$ cat src/rtl/core/hlm_pkg.sv
// Shared types, constants and table reset values of the heartbeat lateness monitor.
package hlm_pkg;

  localparam int Slots       = 16;
  localparam int IdxW        = (Slots > 1) ? $clog2(Slots) : 1;
  localparam int MaxResults  = 16;
  localparam int ResCntW     = $clog2(MaxResults + 1);
  localparam int InitCount   = 9;
  localparam logic [15:0] SlackReset = 16'd30;

  localparam logic [15:0] InitPeriods [InitCount] = '{
    16'd100, 16'd200, 16'd250, 16'd250, 16'd120, 16'd40, 16'd10, 16'd10, 16'd1000
  };

  typedef enum logic [1:0] {
    CmdPing      = 2'd0,
    CmdReport    = 2'd1,
    CmdSetPeriod = 2'd2
  } hlm_cmd_e;

  typedef struct packed {
    logic [1:0]  command;
    logic [3:0]  slot;
    logic [31:0] now_ms;
    logic [15:0] period_value;
  } hlm_in_t;

  typedef struct packed {
    logic [3:0]  late_slot;
    logic [31:0] age_ms;
    logic [31:0] lap_ms;
    logic [15:0] slot_period;
    logic        none_late;
    logic        last;
  } hlm_out_t;

  typedef struct packed {
    logic            ping_we;
    logic            per_we;
    logic [IdxW-1:0] addr;
    logic [63:0]     ping_row;
    logic [15:0]     period;
  } hlm_wr_t;

  typedef struct packed {
    logic [31:0] last_ping;
    logic [31:0] prev_ping;
    logic [15:0] period;
  } hlm_rd_t;

  function automatic logic [15:0] init_period(input logic [IdxW-1:0] idx);
    logic [15:0] val;
    val = 16'd0;
    for (int k = 0; k < InitCount; k++) begin
      if (int'(idx) == k) begin
        val = InitPeriods[k];
      end
    end
    return val;
  endfunction

endpackage

$ cat src/rtl/core/hlm_ifs.sv
// Valid/ready channel interfaces for command, result and slack words.
interface hlm_in_if import hlm_pkg::*; ();
  logic    valid;
  logic    ready;
  hlm_in_t data;
  modport source (output valid, output data, input ready);
  modport sink   (input valid, input data, output ready);
endinterface

interface hlm_out_if import hlm_pkg::*; ();
  logic     valid;
  logic     ready;
  hlm_out_t data;
  modport source (output valid, output data, input ready);
  modport sink   (input valid, input data, output ready);
endinterface

interface hlm_cfg_if ();
  logic        valid;
  logic        ready;
  logic [15:0] data;
  modport source (output valid, output data, input ready);
  modport sink   (input valid, input data, output ready);
endinterface

$ cat src/rtl/core/hlm_slot_mem.sv
// Slot table memories: ping times row and period word, registered read.
module hlm_slot_mem import hlm_pkg::*; (
  input  logic            clk_i,
  input  logic            rst_ni,
  input  logic [IdxW-1:0] rd_addr_i,
  input  hlm_wr_t         wr_i,
  output hlm_rd_t         rd_o
);

  logic [63:0] ping_mem [Slots];
  logic [15:0] per_mem  [Slots];
  logic [Slots-1:0] ping_vld_q;
  logic [Slots-1:0] per_vld_q;
  logic [63:0]      ping_rd_q;
  logic [15:0]      per_rd_q;
  logic             ping_rd_vld_q;
  logic             per_rd_vld_q;
  logic [IdxW-1:0]  rd_addr_q;

  always_ff @(posedge clk_i) begin
    if (wr_i.ping_we) begin
      ping_mem[wr_i.addr] <= wr_i.ping_row;
    end
    if (wr_i.per_we) begin
      per_mem[wr_i.addr] <= wr_i.period;
    end
    ping_rd_q <= ping_mem[rd_addr_i];
    per_rd_q  <= per_mem[rd_addr_i];
    rd_addr_q <= rd_addr_i;
  end

  always_ff @(posedge clk_i or negedge rst_ni) begin
    if (!rst_ni) begin
      ping_vld_q    <= '0;
      per_vld_q     <= '0;
      ping_rd_vld_q <= 1'b0;
      per_rd_vld_q  <= 1'b0;
    end else begin
      if (wr_i.ping_we) begin
        ping_vld_q[wr_i.addr] <= 1'b1;
      end
      if (wr_i.per_we) begin
        per_vld_q[wr_i.addr] <= 1'b1;
      end
      ping_rd_vld_q <= ping_vld_q[rd_addr_i];
      per_rd_vld_q  <= per_vld_q[rd_addr_i];
    end
  end

  assign rd_o.last_ping = ping_rd_vld_q ? ping_rd_q[63:32] : 32'd0;
  assign rd_o.prev_ping = ping_rd_vld_q ? ping_rd_q[31:0]  : 32'd0;
  assign rd_o.period    = per_rd_vld_q  ? per_rd_q : init_period(rd_addr_q);

endmodule

$ cat src/rtl/core/heartbeat_lateness_monitor_core.sv
// Heartbeat lateness monitor top level: command decode, report walk and result register.
//
//   channel | dir | word
//   cfg_i   | in  | slack_ms
//   in_i    | in  | command, slot, now_ms, period_value
//   out_o   | out | late_slot, age_ms, lap_ms, slot_period, none_late, last
//
// Ping reads the table, then writes back in StPing; set period and unused codes stay in idle.
// Report walks one slot per cycle off the table read port unless stalled, then a flush.
// A full result register stalls the walk; the next word is taken while a result waits.
// Reset clears valid bits of the table at once; no clearing pass.
module heartbeat_lateness_monitor_core import hlm_pkg::*; (
  input  logic      clk_i,
  input  logic      rst_ni,
  hlm_cfg_if.sink   cfg_i,
  hlm_in_if.sink    in_i,
  hlm_out_if.source out_o
);

  localparam logic [1:0] StIdle  = 2'd0;
  localparam logic [1:0] StPing  = 2'd1;
  localparam logic [1:0] StWalk  = 2'd2;
  localparam logic [1:0] StFlush = 2'd3;

  logic [1:0]         state_q, state_d;
  logic [15:0]        slack_q;
  logic [31:0]        now_q;
  logic [IdxW-1:0]    slot_q;
  logic               slot_ok_q;
  logic [IdxW-1:0]    walk_idx_q, walk_idx_d;
  logic [ResCntW-1:0] res_cnt_q, res_cnt_d;
  logic               pend_vld_q, pend_vld_d;
  hlm_out_t           pend_q, pend_d;
  logic               out_vld_q, out_vld_d;
  hlm_out_t           out_q, out_d;

  logic            in_fire;
  logic            in_slot_ok;
  logic [IdxW-1:0] rd_addr;
  hlm_wr_t         wr;
  hlm_rd_t         rd;
  logic [31:0]     age;
  logic [31:0]     lap;
  logic [16:0]     limit;
  logic            hit;
  logic            need_push;
  logic            out_free;
  logic            stall;
  logic            end_walk;

  hlm_slot_mem u_mem (
    .clk_i     (clk_i),
    .rst_ni    (rst_ni),
    .rd_addr_i (rd_addr),
    .wr_i      (wr),
    .rd_o      (rd)
  );

  assign cfg_i.ready = 1'b1;
  assign in_i.ready  = (state_q == StIdle);
  assign in_fire     = in_i.valid && in_i.ready;
  assign in_slot_ok  = int'(in_i.data.slot) < Slots;
  assign out_free    = !out_vld_q || out_o.ready;

  assign age   = now_q - rd.last_ping;
  assign lap   = rd.last_ping - rd.prev_ping;
  assign limit = 17'(rd.period) + 17'(slack_q);
  assign hit   = (state_q == StWalk) && (rd.last_ping != 32'd0) &&
                 ((age > 32'(limit)) || (lap > 32'(limit)));
  assign need_push = hit && pend_vld_q;
  assign stall     = need_push && !out_free;
  assign end_walk  = (walk_idx_q == IdxW'(Slots - 1)) ||
                     (hit && (res_cnt_q == ResCntW'(MaxResults - 1)));

  always_comb begin
    wr.ping_we  = (state_q == StPing) && slot_ok_q;
    wr.per_we   = in_fire && (in_i.data.command == CmdSetPeriod) && in_slot_ok;
    wr.addr     = (state_q == StPing) ? slot_q : IdxW'(in_i.data.slot);
    wr.ping_row = {now_q, rd.last_ping};
    wr.period   = in_i.data.period_value;
  end

  always_comb begin
    unique case (state_q)
      StIdle:  rd_addr = (in_i.data.command == CmdReport) ? '0 : IdxW'(in_i.data.slot);
      StWalk:  rd_addr = stall ? walk_idx_q : walk_idx_q + 1'b1;
      default: rd_addr = walk_idx_q;
    endcase
  end

  always_comb begin
    state_d    = state_q;
    walk_idx_d = walk_idx_q;
    res_cnt_d  = res_cnt_q;
    pend_vld_d = pend_vld_q;
    pend_d     = pend_q;
    out_vld_d  = out_vld_q && !out_o.ready;
    out_d      = out_q;
    unique case (state_q)
      StIdle: begin
        if (in_fire) begin
          priority case (in_i.data.command)
            CmdPing: begin
              state_d = StPing;
            end
            CmdReport: begin
              state_d    = StWalk;
              walk_idx_d = '0;
              res_cnt_d  = '0;
              pend_vld_d = 1'b0;
            end
            default: begin
              state_d = StIdle;
            end
          endcase
        end
      end
      StPing: begin
        state_d = StIdle;
      end
      StWalk: begin
        if (!stall) begin
          if (hit) begin
            pend_vld_d            = 1'b1;
            pend_d.late_slot      = 4'(walk_idx_q);
            pend_d.age_ms         = age;
            pend_d.lap_ms         = lap;
            pend_d.slot_period    = rd.period;
            pend_d.none_late      = 1'b0;
            pend_d.last           = 1'b0;
            res_cnt_d             = res_cnt_q + 1'b1;
          end
          if (need_push) begin
            out_vld_d = 1'b1;
            out_d     = pend_q;
          end
          if (end_walk) begin
            state_d = StFlush;
          end else begin
            walk_idx_d = walk_idx_q + 1'b1;
          end
        end
      end
      default: begin
        if (out_free) begin
          out_vld_d = 1'b1;
          if (pend_vld_q) begin
            out_d      = pend_q;
            out_d.last = 1'b1;
          end else begin
            out_d           = '0;
            out_d.none_late = 1'b1;
            out_d.last      = 1'b1;
          end
          pend_vld_d = 1'b0;
          state_d    = StIdle;
        end
      end
    endcase
  end

  always_ff @(posedge clk_i or negedge rst_ni) begin
    if (!rst_ni) begin
      state_q    <= StIdle;
      slack_q    <= SlackReset;
      walk_idx_q <= '0;
      res_cnt_q  <= '0;
      pend_vld_q <= 1'b0;
      out_vld_q  <= 1'b0;
    end else begin
      state_q    <= state_d;
      walk_idx_q <= walk_idx_d;
      res_cnt_q  <= res_cnt_d;
      pend_vld_q <= pend_vld_d;
      out_vld_q  <= out_vld_d;
      if (cfg_i.valid && cfg_i.ready) begin
        slack_q <= cfg_i.data;
      end
    end
  end

  always_ff @(posedge clk_i) begin
    pend_q <= pend_d;
    out_q  <= out_d;
    if (in_fire) begin
      now_q     <= in_i.data.now_ms;
      slot_q    <= IdxW'(in_i.data.slot);
      slot_ok_q <= in_slot_ok;
    end
  end

  assign out_o.valid = out_vld_q;
  assign out_o.data  = out_q;

`ifndef SYNTHESIS
  a_pend_counted: assert property (@(posedge clk_i) disable iff (!rst_ni)
    pend_vld_q |-> (res_cnt_q != '0))
    else $error("pending result without a result count");

  a_walk_advance: assert property (@(posedge clk_i) disable iff (!rst_ni)
    (state_q == StWalk && !stall && !end_walk) |=>
      (state_q == StWalk && walk_idx_q == $past(walk_idx_q) + 1'b1))
    else $error("walk index did not advance");

  a_none_is_last: assert property (@(posedge clk_i) disable iff (!rst_ni)
    (out_vld_q && out_q.none_late) |-> out_q.last)
    else $error("none result not final");

  a_walk_stall_hold: assert property (@(posedge clk_i) disable iff (!rst_ni)
    (state_q == StWalk && stall) |=> (state_q == StWalk && $stable(walk_idx_q)))
    else $error("walk moved during stall");
`endif

endmodule

$ cat src/flat_wrapper.sv
// flat-port wrapper written by rule: the top's interface ports become plain ports
module heartbeat_lateness_monitor_core_flat import hlm_pkg::*;
  (clk_i, rst_ni, cfg_i_valid, cfg_i_data, cfg_i_ready, in_i_valid, in_i_data, in_i_ready, out_o_valid, out_o_data, out_o_ready);
  hlm_cfg_if cfg_i_i ();
  hlm_in_if in_i_i ();
  hlm_out_if out_o_i ();
  input  logic clk_i;
  input  logic rst_ni;
  input wire logic [$bits(cfg_i_i.valid)-1:0] cfg_i_valid;
  input wire logic [$bits(cfg_i_i.data)-1:0] cfg_i_data;
  output wire logic [$bits(cfg_i_i.ready)-1:0] cfg_i_ready;
  input wire logic [$bits(in_i_i.valid)-1:0] in_i_valid;
  input wire logic [$bits(in_i_i.data)-1:0] in_i_data;
  output wire logic [$bits(in_i_i.ready)-1:0] in_i_ready;
  output wire logic [$bits(out_o_i.valid)-1:0] out_o_valid;
  output wire logic [$bits(out_o_i.data)-1:0] out_o_data;
  input wire logic [$bits(out_o_i.ready)-1:0] out_o_ready;
  assign cfg_i_i.valid = cfg_i_valid;
  assign cfg_i_i.data = cfg_i_data;
  assign cfg_i_ready = cfg_i_i.ready;
  assign in_i_i.valid = in_i_valid;
  assign in_i_i.data = in_i_data;
  assign in_i_ready = in_i_i.ready;
  assign out_o_valid = out_o_i.valid;
  assign out_o_data = out_o_i.data;
  assign out_o_i.ready = out_o_ready;
  heartbeat_lateness_monitor_core u_core (.clk_i(clk_i), .rst_ni(rst_ni), .cfg_i(cfg_i_i), .in_i(in_i_i), .out_o(out_o_i));
endmodule
$ cat config.mk
export PLATFORM = sky130hd
export DESIGN_NAME = heartbeat_lateness_monitor_core_flat
export DESIGN_NICKNAME = d
export VERILOG_FILES = /design/src/rtl/core/hlm_pkg.sv /design/src/rtl/core/hlm_ifs.sv /design/src/rtl/core/hlm_slot_mem.sv /design/src/rtl/core/heartbeat_lateness_monitor_core.sv /design/src/flat_wrapper.sv
export SDC_FILE = /design/constraint.sdc
export NUM_CORES = 2
export LEC_CHECK = 0
export BUFFER_PORTS_ARGS = -buffer_cell sky130_fd_sc_hd__clkbuf_2
export CORE_ASPECT_RATIO = 1.25
export CORE_MARGIN = 10
export CORE_UTILIZATION = 35
export DETAILED_ROUTE_END_ITERATION = 6
export GPL_ROUTABILITY_DRIVEN = 0
export PLACE_DENSITY_LB_ADDON = 0.08
export SLEW_MARGIN = 30
export SYNTH_ARGS = -nofsm -noshare
export SYNTH_HDL_FRONTEND = slang
export SYNTH_SLANG_ARGS = --single-unit
$ cat constraint.sdc
create_clock -name clk_i -period 11.94 [get_ports clk_i]
set_clock_uncertainty 0.2 [all_clocks]
set_input_delay 0.597 -clock clk_i [delete_from_list [all_inputs] [get_ports clk_i]]
set_output_delay 0.597 -clock clk_i [all_outputs]
set_load 0.03 [all_outputs]
==> flow_summary.ini <==
[power_and_ir_drop]
ir_worst_vdd_uv = 378
leakage_nw = 26.4
power_density_nw_per_um2 = 326

[critical_path]
worst_setup_path_end_kind = flip-flop
r2r_setup_slack_ps = 2630
max_stage_delay_ps = 770
crit_fanout = 40
arrival_ps = 9860
cp_slowest_cell = buf_4
crit_type = reg -> reg
startpoint_type = flip-flop
cp_common_cell = o21ai_0
cp.required_ps = 12480

[floorplan]
io_pins = 164
initial_utilization_pct = 35.1
die_w_microns = 419
core_area_sq_um = 199000
num_rows = 183
dieArea_sq_um = 218000
fp.dieH_microns = 519

[synth]
yosysWarnings = 0
syn_avg_cell_area_sq_um = 15.0
synth-edff-count = 1486
netlist_instances = 4641
synthesis.area_sq_um = 69700
ys_seq_area_share_pct = 68.7
post-synth-top-count-cell = edfxtp_1
synth_area_leader_cell = edfxtp_1
synth_flop_cell = edfxtp_1
synth_seq_cells = 1633
synthesis.nets = 4834
synth_cell_types = 95
synthTopCellsByArea = edfxtp_1 (64%), mux2_2 (4.4%), o21ai_0 (2.9%)
ys_top_cells_by_count = edfxtp_1 (1486), o21ai_0 (400), mux2_2 (270)
synthDominantCellAreaShare_pct = 64.0
async_flop_share_pct = 3.86

[clocking]
clock-root-buffer = clkbuf_16
numClockSinks = 1633
htreeDepth = 4
clk_path_buf_depth = 3
numCtsBuffers = 176
cts_tree = built
clk_latency_ps = 840
clkTransAtPathRegs_ps = 60

[sta]
relSlewSlack_pct = 28.0
post-route-min-period_ps = 9310
finalSetupTns_ps = 0
worst_pin_slew_ps = 1080
fmax_mhz = 107
finalHoldViolCount = 0
timing.final.crit_share_pct = 78.0
slew_violations = 0
setup_violations = 0
grt_setup_unrepaired = no

[route]
post_drt_wl_per_cell_microns = 30.4
ant_nets = 0
drc = 0
wl_microns = 230000
first_pass_iters = 6
routed_via_density = 5.71
drt_iter0_markers = 3943
via_count = 43200

[grt]
track_usage_pct = 20.5
grt_pass1_vias = 43100
grt_antenna_before_repair = 18
grt_pass1_wl_microns = 329000
grt_max_degree = 211
grt_overflow = 0

[cells_and_area]
nets = 5014
layout.cells.non_filler = 7566
synthToLayoutAreaGrowth_pct = 14.8
drive_gt1_share_pct = 21.6

[job]
maxCapViolCount = 0

[placed_design]
dpl.hpwl_microns = 133000
portBuffers = 162
dp.cells = 7165

[status]
outcome = finished, final reports clean

[min_path]
min_path_type = in -> reg
-- path summary, 6_finish.rpt --
check	from	to	cells after the start
max in group asynchronous	rst_ni	u_core.u_mem.ping_rd_vld_q	3
setup reg to reg	u_core.u_mem.rd_addr_q[1]	u_core.u_mem.ping_rd_q[30]	31
hold / removal	in_i_data[0]	u_core.u_mem.per_mem[14][0]	1
min in group asynchronous	rst_ni	u_core.u_mem.per_vld_q[8]	3
setup / recovery	u_core.u_mem.rd_addr_q[1]	u_core.u_mem.ping_rd_q[30]	31
hold reg to reg	u_core.u_mem.per_vld_q[10]	u_core.u_mem.per_vld_q[10]	1
-- cell families (layout without fill, tap and decap cells) --
group,after synthesis,count (layout),share of synthesized area (%)
AO/OA/AOI/OAI,1388,1388,14.2
AND/OR/NAND/NOR,661,661,5.52
flip-flops,1633,1633,68.7
buffers and inverters,417,748,2.91
other,1,5,0.00538
XOR/XNOR,74,74,0.949
adder cells (fa/ha/maj),119,119,2.16
multiplexers,348,348,5.62
-- report_power, final --
| group | switching [mW] | internal (mW) | total [mW] |
|---|---|---|---|
| Sequential | 0.464 | 7.63 | 8.09 |
| Combinational | 8.32 | 4.26 | 12.6 |
| Clock | 2.35 | 3.09 | 5.44 |
| Total | 11.1 | 15.0 | 26.1 |
-- stage by stage --
step	power, mW	instance area, sq um	hold slack (ps)	worst slack, ps	utilization, %
3_3_place_gp	20.7	73300	217	2590	36.9
3_5_place_dp	20.7	73600	217	2510	37.1
4_1_cts	26.2	80000	2.15	2480	40.3
6_report	26.1	80100	50.8	2630	40.3
2_1_floorplan	16.3	69700	101	2810	-
5_1_grt	27.4	80000	40.0	2040	40.3
-- timing repair --
action                                 CTS  global route
hold buffers                            66             0
buffers inserted                         0             0
setup endpoints to repair                0             0
gates resized for setup                  0             0
endpoints found under the hold margin  253             0
-- layout by cell type (no fill, tap or decap), types with 24 or more instances in the layout --
cell type / count
edfxtp_1: 1486
o21ai_0: 400
mux2_2: 270
clkbuf_16: 177
a22oi_1: 168
a32oi_1: 166
o22ai_1: 166
nand2_1: 165
a311oi_1: 164
clkbuf_2: 161
ha_1: 115
a21oi_1: 98
nor2b_1: 96
dfxtp_1: 84
o22ai_2: 81
nor3_2: 81
buf_4: 81
mux2_1: 76
inv_1: 73
nor2_1: 69
dlygate4sd3_1: 66
dfrtp_1: 58
or2_2: 39
clkinv_1: 35
clkbuf_1: 35
xnor2_1: 34
clkinv_2: 34
xor2_1: 33
nor3_1: 25
nand3_1: 24
a21o_1: 24
and2_1: 24
-- worst max-delay path, delay by kind of cell (launching register included) --
kind	cells	cell delay, ps
compound gates	12	3300
flops	1	380
xor+xnor	1	400
fa+ha+maj	2	690
simple gates	13	2670
buf+inv	3	1520
-- area by class of cell --
cell class              count  area (sq um)
fillers                 18100        118000
flip-flops and latches   1633         47900
diodes                      4          10.0
repair buffers            343          2740
well taps                2590          3240
clock inverters           103           995
inverters                  76           288
clock buffers             226          4750
multi-input cells        2591         20100
-- registers in the layout, summed over array words and instances (netlist names), 5 cells and up --
name	count
u_core.pend_q	84
u_core.now_q	32
u_core.u_mem.ping_mem	1024
u_core.u_mem.per_mem	256
u_core.res_cnt_q	5
u_core.u_mem.per_rd_q	16
u_core.slack_q	16
u_core.out_o.data	86
u_core.u_mem.ping_vld_q	16
u_core.u_mem.per_vld_q	16
u_core.u_mem.ping_rd_q	64
-- layer usage --
layer / part of all wire [%] / GRT usage [%] / up-vias / routed length [microns]
li1: - / - / 19000 / -
met3: 5.1 / 2.84 / 299 / 11700
met2: 48 / 33.8 / 1386 / 110000
met1: 45 / 28.6 / 22600 / 102000
met4: 2.3 / 5.17 / 4 / 5360
met5: 0.012 / 0 / - / 27
(Power assumes the default switching activity.)
